<file path="src/design/gbd_pkg.sv">
// Package for the guided bilateral denoiser: field widths, action codes,
// register indexes and the command/status structs between controller and datapath.
// No dependencies.
`default_nettype none
package gbd_pkg;

  // Internal coordinate width; covers the largest frame size and the 10-bit size registers.
  localparam int COORD_W = 13;

  localparam int ACTION_W = 2;
  localparam int XY_W     = 9;
  localparam int CH_W     = 8;
  localparam int WIDX_W   = 7;
  localparam int WVAL_W   = 17;
  localparam int PIX_W    = 7 * CH_W;
  localparam int IN_DATA_W  = 104;
  localparam int OUT_DATA_W = 24;
  localparam int CFG_IDX_W  = 3;
  localparam int CFG_DATA_W = 10;

  // Action codes carried in in_tuser.
  localparam logic [ACTION_W-1:0] ACT_LOAD   = 2'd0;
  localparam logic [ACTION_W-1:0] ACT_WEIGHT = 2'd1;
  localparam logic [ACTION_W-1:0] ACT_FILTER = 2'd2;

  // Configuration register indexes.
  localparam logic [CFG_IDX_W-1:0] CFG_WIDTH  = 3'd0;
  localparam logic [CFG_IDX_W-1:0] CFG_HEIGHT = 3'd1;
  localparam logic [CFG_IDX_W-1:0] CFG_RADIUS = 3'd2;
  localparam logic [CFG_IDX_W-1:0] CFG_NTHR   = 3'd3;
  localparam logic [CFG_IDX_W-1:0] CFG_DTHR   = 3'd4;

  // Commands from the controller to the datapath.
  typedef struct packed {
    logic accept;       // input transfer this cycle
    logic capture;      // latch a filter item and its window bounds
    logic rd_centre;    // read the centre pixel
    logic latch_centre; // keep the centre pixel's guide data
    logic scan_issue;   // read the next window pixel
    logic div_init;     // load the dividers
    logic div_step;     // one quotient bit per channel
    logic load_out;     // move the result into the output register
  } gbd_cmd_t;

  // Status from the datapath to the controller.
  typedef struct packed {
    logic empty;      // clipped window holds no pixel
    logic outside;    // coordinate beyond the frame stores
    logic scan_last;  // current read is the last of the window
    logic pipe_busy;  // accumulation pipeline still holds reads
    logic out_busy;   // output register holds an untaken result
  } gbd_sts_t;

endpackage
`default_nettype wire

</file>
<file path="src/design/gbd_ctrl.sv">
// Controller of the guided bilateral denoiser: sequences centre read, window
// scan, pipeline drain, division and result hand-off. Depends on gbd_pkg.
`default_nettype none
module gbd_ctrl import gbd_pkg::*; (
  input  wire logic                clk,
  input  wire logic                rst_n,
  input  wire logic                in_tvalid,
  input  wire logic [ACTION_W-1:0] in_action,
  output logic                     in_tready,
  output gbd_cmd_t                 cmd,
  input  wire gbd_sts_t            sts
);

  typedef enum logic [2:0] {
    ST_IDLE, ST_CENTRE, ST_CLATCH, ST_SCAN, ST_DRAIN, ST_DIV, ST_OUT
  } state_t;

  state_t     state_r, state_nxt;
  logic [2:0] cnt_r, cnt_nxt;

  assign in_tready = (state_r == ST_IDLE);

  // Next state and commands.
  always_comb begin
    state_nxt = state_r;
    cnt_nxt   = cnt_r;
    cmd       = '0;
    cmd.accept = in_tvalid && in_tready;
    unique case (state_r)
      ST_IDLE: begin
        if (cmd.accept && (in_action == ACT_FILTER)) begin
          cmd.capture = 1'b1;
          state_nxt   = ST_CENTRE;
        end
      end
      ST_CENTRE: begin
        if (sts.outside) begin
          state_nxt = ST_OUT;
        end else begin
          cmd.rd_centre = 1'b1;
          state_nxt     = ST_CLATCH;
        end
      end
      ST_CLATCH: begin
        cmd.latch_centre = 1'b1;
        if (sts.empty) begin
          cmd.div_init = 1'b1;
          cnt_nxt      = '0;
          state_nxt    = ST_DIV;
        end else begin
          state_nxt = ST_SCAN;
        end
      end
      ST_SCAN: begin
        cmd.scan_issue = 1'b1;
        if (sts.scan_last) state_nxt = ST_DRAIN;
      end
      ST_DRAIN: begin
        if (!sts.pipe_busy) begin
          cmd.div_init = 1'b1;
          cnt_nxt      = '0;
          state_nxt    = ST_DIV;
        end
      end
      ST_DIV: begin
        cmd.div_step = 1'b1;
        cnt_nxt      = cnt_r + 1'b1;
        if (cnt_r == 3'd7) state_nxt = ST_OUT;
      end
      ST_OUT: begin
        if (!sts.out_busy) begin
          cmd.load_out = 1'b1;
          state_nxt    = ST_IDLE;
        end
      end
      default: state_nxt = ST_IDLE;
    endcase
  end

  always_ff @(posedge clk) begin
    if (!rst_n) begin
      state_r <= ST_IDLE;
      cnt_r   <= '0;
    end else begin
      state_r <= state_nxt;
      cnt_r   <= cnt_nxt;
    end
  end

endmodule
`default_nettype wire

</file>
<file path="config.mk">
export PLATFORM = sky130hd
export DESIGN_NAME = gbd_ctrl
export DESIGN_NICKNAME = d
export VERILOG_FILES = /design/src/design/gbd_pkg.sv /design/src/design/gbd_ctrl.sv
export SDC_FILE = /design/constraint.sdc
export NUM_CORES = 1
export LEC_CHECK = 0
export BUFFER_PORTS_ARGS = -buffer_cell sky130_fd_sc_hd__buf_2
export CAP_MARGIN = 15
export CORE_MARGIN = 1.5
export CORE_UTILIZATION = 30
export CTS_BUF_LIST = sky130_fd_sc_hd__clkbuf_2 sky130_fd_sc_hd__clkbuf_4 sky130_fd_sc_hd__clkbuf_8
export DETAILED_ROUTE_END_ITERATION = 16
export HOLD_SLACK_MARGIN = 0.15
export PLACE_DENSITY_LB_ADDON = 0.15
export SLEW_MARGIN = 40
export SYNTH_ARGS = -nofsm -noshare
export SYNTH_HDL_FRONTEND = slang
export SYNTH_SLANG_ARGS = --single-unit
</file>
<file path="constraint.sdc">
create_clock -name clk -period 1.2 [get_ports clk]
set_input_delay 0.12 -clock clk [delete_from_list [all_inputs] [get_ports clk]]
set_output_delay 0.12 -clock clk [all_outputs]
set_load 0.01 [all_outputs]
</file>
Yosys cells after proc, flatten, opt, wreduce, memory -nomap -nowiden

Cells that the tools add are included.

$add $sub $neg: 1
Eq/ne operators: 14
Multiplexer cells: 23
Reductions and logical operators: 6

Operators by type and width:

| cell                  | number |
|---|---|
| $mux W3               | 9 |
| $pmux W3 S7           | 1 |
| $eq A3 B3 Y1 const B  | 4 |
| $mux W1               | 11 |
| $ne A2 B2 Y1 const B  | 5 |
| $pmux W3 S3           | 1 |
| $eq A3 B2 Y1 const B  | 2 |
| $reduce_and A5 Y1     | 1 |
| $add A3 B1 Y3 const B | 1 |
| $eq A3 B1 Y1 const B  | 1 |
| $logic_not A3 Y1      | 1 |
| $reduce_and A3 Y1     | 1 |
| $reduce_bool A3 Y1    | 1 |
| $eq A2 B2 Y1 const B  | 1 |
| $logic_and A1 B1 Y1   | 2 |
| $ne A2 B1 Y1 const B  | 1 |
| $pmux W1 S2           | 1 |

Bits in registers: 6
Input bits: 10
Output and inout port bits: 9
Word-level logic and storage cells: 46

Longest topological paths before layout

Depth after elaboration: 5
Depth in mapped cells: 6
Mapped depth without buffers: 6

Least setup slack after synthesis

Ideal clock, no wire load.

Kind: register to register
Start: reg cnt_r[0]
End: reg state_r[1]
Library setup time: 0.072 ns
Data arrival time: 1.204 ns
Data required time: 1.128 ns
Slack: -0.076 ns
Stages on the path, launching flop included: 7
Path buffers: 0
Clock period less this slack: 1.276 ns
Path through: dfxtp_1 -> ha_1 -> ha_1 -> o21ai_0 -> o211ai_2 -> nand2_1 -> mux2i_1

Word-level cells in the longest chain between the ends: 3

Ends and longest elaborated chain:

| what                               | line           | RTL |
|---|---|---|
| from (decl)                        | gbd_ctrl.sv:19 | `logic [2:0] cnt_r, cnt_nxt;` |
| from (signal assigned)             | gbd_ctrl.sv:86 | `cnt_r <= cnt_nxt;` |
| $eq A3 B3 Y1                       | gbd_ctrl.sv:68 | `if (cnt_r == 3'd7) state_nxt = ST_OUT;` |
| $ne A2 B2 Y1 (no source line)      | n/a            |  |
| $reduce_and A5 Y1 (no source line) | n/a            |  |
| to (signal assigned)               | gbd_ctrl.sv:85 | `state_r <= state_nxt;` |
| to (decl)                          | gbd_ctrl.sv:18 | `state_t state_r, state_nxt;` |

No other way between the ends.
A chain may end at the register's enable or synchronous reset.

Worst setup path after layout

Start: reg state_r[1]
End: reg state_r[0]

Word-level cells in the longest chain between the ends: 5
Elaborated cells on any way between the ends: 16
Classes of those cells: 11 x eq/ne; 1 x mux; 4 x reduce/logical

Ends and longest elaborated chain:

| what                               | line                           | RTL |
|---|---|---|
| $logic_not A3 Y1                   | gbd_ctrl.sv:21, gbd_ctrl.sv:29 |  |
| $logic_and A1 B1 Y1                | gbd_ctrl.sv:28                 | `cmd.accept = in_tvalid && in_tready;` |
| $logic_and A1 B1 Y1                | gbd_ctrl.sv:31                 | `if (cmd.accept && (in_action == ACT_FILTER)) begin` |
| $ne A2 B1 Y1 (no source line)      | n/a                            |  |
| $reduce_and A5 Y1 (no source line) | n/a                            |  |

Parallel ways exist; a longest one is shown, timed or not.

==> flow_summary.ini <==
[place]
placed_cell_area_um2 = 621
dp_hpwl_um = 939
globalplace.congestion = 0.795
port_buffers = 18

[timing]
fin_skew_ps = 4.03
tns_ps = -1310
finalHoldViolCount = 0
rsz0062_at_grt = true
worst_slack_ps = -206
drv_slew = 0
worstMarginPinSlew_ps = 251
finalSetupViolCount = 13
period_share_pct = 117
min_period_ps = 1410
fmax_mhz = 711
relSlewSlack_pct = 83.1

[synthesis]
synth_top_flop_cell = dfxtp_1
synth_area_um2 = 447
async_reset_ff_share_pct = 0
ys_types = 29
syn_inst = 56
yosysSeqAreaShare_pct = 26.9
synth-edff-count = 0
yosys_warnings = 0
ys_ff_latch = 6
synth_nets = 68
synth_area_per_cell_um2 = 7.98

[die]
dieWidth_um = 41.6
io_pins = 19
die_h_um = 41.6
std_cell_rows = 13
core_area_mm2 = 0.00135
dieArea_mm2 = 0.00173
initial_core_util_pct = 33.1

[power_and_ir_drop]
sequentialPowerShare_pct = 41.7
sw_frac_of_total_pct = 24.3
power_density_mw_per_mm2 = 589
ir_drop_mv = 0.560
comb_power_share_pct = 22.4
power.leakage_uw = 0.000373
power_switching_uw = 120
p_int_uw = 375
power.share.clock_pct = 35.9

[clocking]
clk-insertion-delay-late_ps = 240
cts_sinks = 6
clk_pin_slew_ps = 40
cts_max_level = 1
cts_made_buffers = 3
root_buffer = clkbuf_4
postCtsHoldBufs = 0
cts_buffer_depth = 2
cts_tree = built

[final_layout]
postLayoutCellArea_um2 = 840
nets = 104
antenna_cells = 0
areaGrowthSynthToFinish_pct = 88.0
drive_gt1_share_pct = 63.3
fin_util_pct = 62.2

[global_route]
antenna_found_initial = 0
grt_start_max_net_pins = 10
met3_usage_pct = 3.48
grt_pass1_vias = 527
grt-ovfl-total = 0
grt_use_met2_pct = 28.7
use_met1_pct = 21.0
grt.total_usage_pct = 16.9
grt_pass1_wl_um = 2320
gr-max-usage-layer = met2

[worst_hold_path]
min_path_type = in2reg

[setup_path]
startpoint_type = flip-flop
crit_path_max_fanout = 4
crit_type = reg2reg
endpoint_kind = flip-flop
arrival_ps = 1560
required_ps = 1350

[status]
violations = negative setup slack
outcome = finished, violations left

[routing]
ant_nets = 0
drtPass1Iterations = 4
drt-total-wl_um = 1420
via_per_inst = 5.32
drcViolationCount = 0
drtIter0Drc = 9
wire_per_inst_um = 13.6
vias = 559

[flow_run]
drv_cap = 0
[placed cells by master (no fill, tap or decap), types with 2 or more instances in the layout]
cell | netlist | final
a22oi_2 | 0 | 2
buf_2 | 3 | 15
buf_4 | 0 | 9
buf_6 | 0 | 10
clkbuf_4 | 0 | 3
dfxtp_1 | 6 | 3
dfxtp_2 | 0 | 2
inv_1 | 3 | 3
mux2i_1 | 2 | 2
nand2_1 | 5 | 4
nand3_1 | 2 | 2
nor2b_1 | 3 | 3
nor3_1 | 6 | 3
nor3_4 | 0 | 2
o21ai_0 | 3 | 2
[synth_stat cells (2+ instances only)]
cell,n,area [µm²]
nand2_1,5,18.8
mux2i_1,2,20.0
dfxtp_1,6,120
o21ai_0,3,15.0
ha_1,2,25.0
inv_1,3,11.3
buf_2,3,15.0
nand3_1,2,10.0
a22oi_1,3,22.5
nor2b_1,3,18.8
nor3_1,6,30.0
[metrics by stage]
step,setup WS [ps],hold slack (ps),cells,power [µW]
after global placement,-114,417,96,288
after floorplan,-25.2,248,56,246
final,-206,178,105,495
after detailed placement,-110,430,96,288
after CTS,-135,178,103,485
after global routing,-252,195,105,520
[sequential cells by signal, indices dropped and copies added, names as in the netlist]
| name | count |
|---|---|
| state_r | 3 |
| cnt_r | 3 |
[critical path: stages (launching register included)]
cell and delay (ps):
dfxtp_4 350, buf_6 120, mux2_4 300, o211ai_4 230, nand4b_1 130, a21boi_1 180
[per-layer routing]
metal / vias up / part of all wire [%]
met5: - / 0
met4: 0 / 1.8
met3: 6 / 4.8
met2: 18 / 49
met1: 256 / 44
li1: 279 / -
[power by group through the flow]
stage / clock network, µW / logic [µW] / registers [µW]
detailed placement: 0 / 78.1 / 210
global placement: 0 / 78.4 / 210
finish: 178 / 111 / 206
floorplan: 0 / 37.6 / 208
global route: 196 / 118 / 206
CTS: 184 / 94.3 / 206
[layout make-up]
type | count | area (µm²)
clock buffer | 3 | 22.5
fill | 124 | 510
inverter | 3 | 11.3
multi-input combinational | 44 | 405
sequential | 6 | 126
tap | 15 | 18.8
timing repair buffer | 34 | 255
[cells by family (layout without fill, tap and decap cells)]
| group | Yosys count | in the layout | synth area share, % |
|---|---|---|---|
| flip-flops | 6 | 6 | 26.9 |
| AO/OA/AOI/OAI | 13 | 13 | 20.7 |
| multiplexers | 3 | 3 | 7.84 |
| buffers and inverters | 6 | 40 | 5.88 |
| AND/OR/NAND/NOR | 26 | 26 | 33.1 |
| adder cells (fa/ha/maj) | 2 | 2 | 5.60 |
[path summary, 6_finish.rpt]
kind,startpoint,endpoint,slack (ps),cells after the start
max,state_r[1],state_r[0],-210,5
min,rst_n,state_r[1],180,3
max reg2reg,state_r[1],state_r[0],-210,5
min reg2reg,cnt_r[1],cnt_r[1],530,2
[repair_timing]
action / in CTS / in global routing
setup endpoints to repair: 15 / 15
gates cloned: 0 / 0
resized for setup: 23 / 11
buffers inserted: 4 / 2
pin swaps: 11 / 6
(Power assumes the default switching activity.)
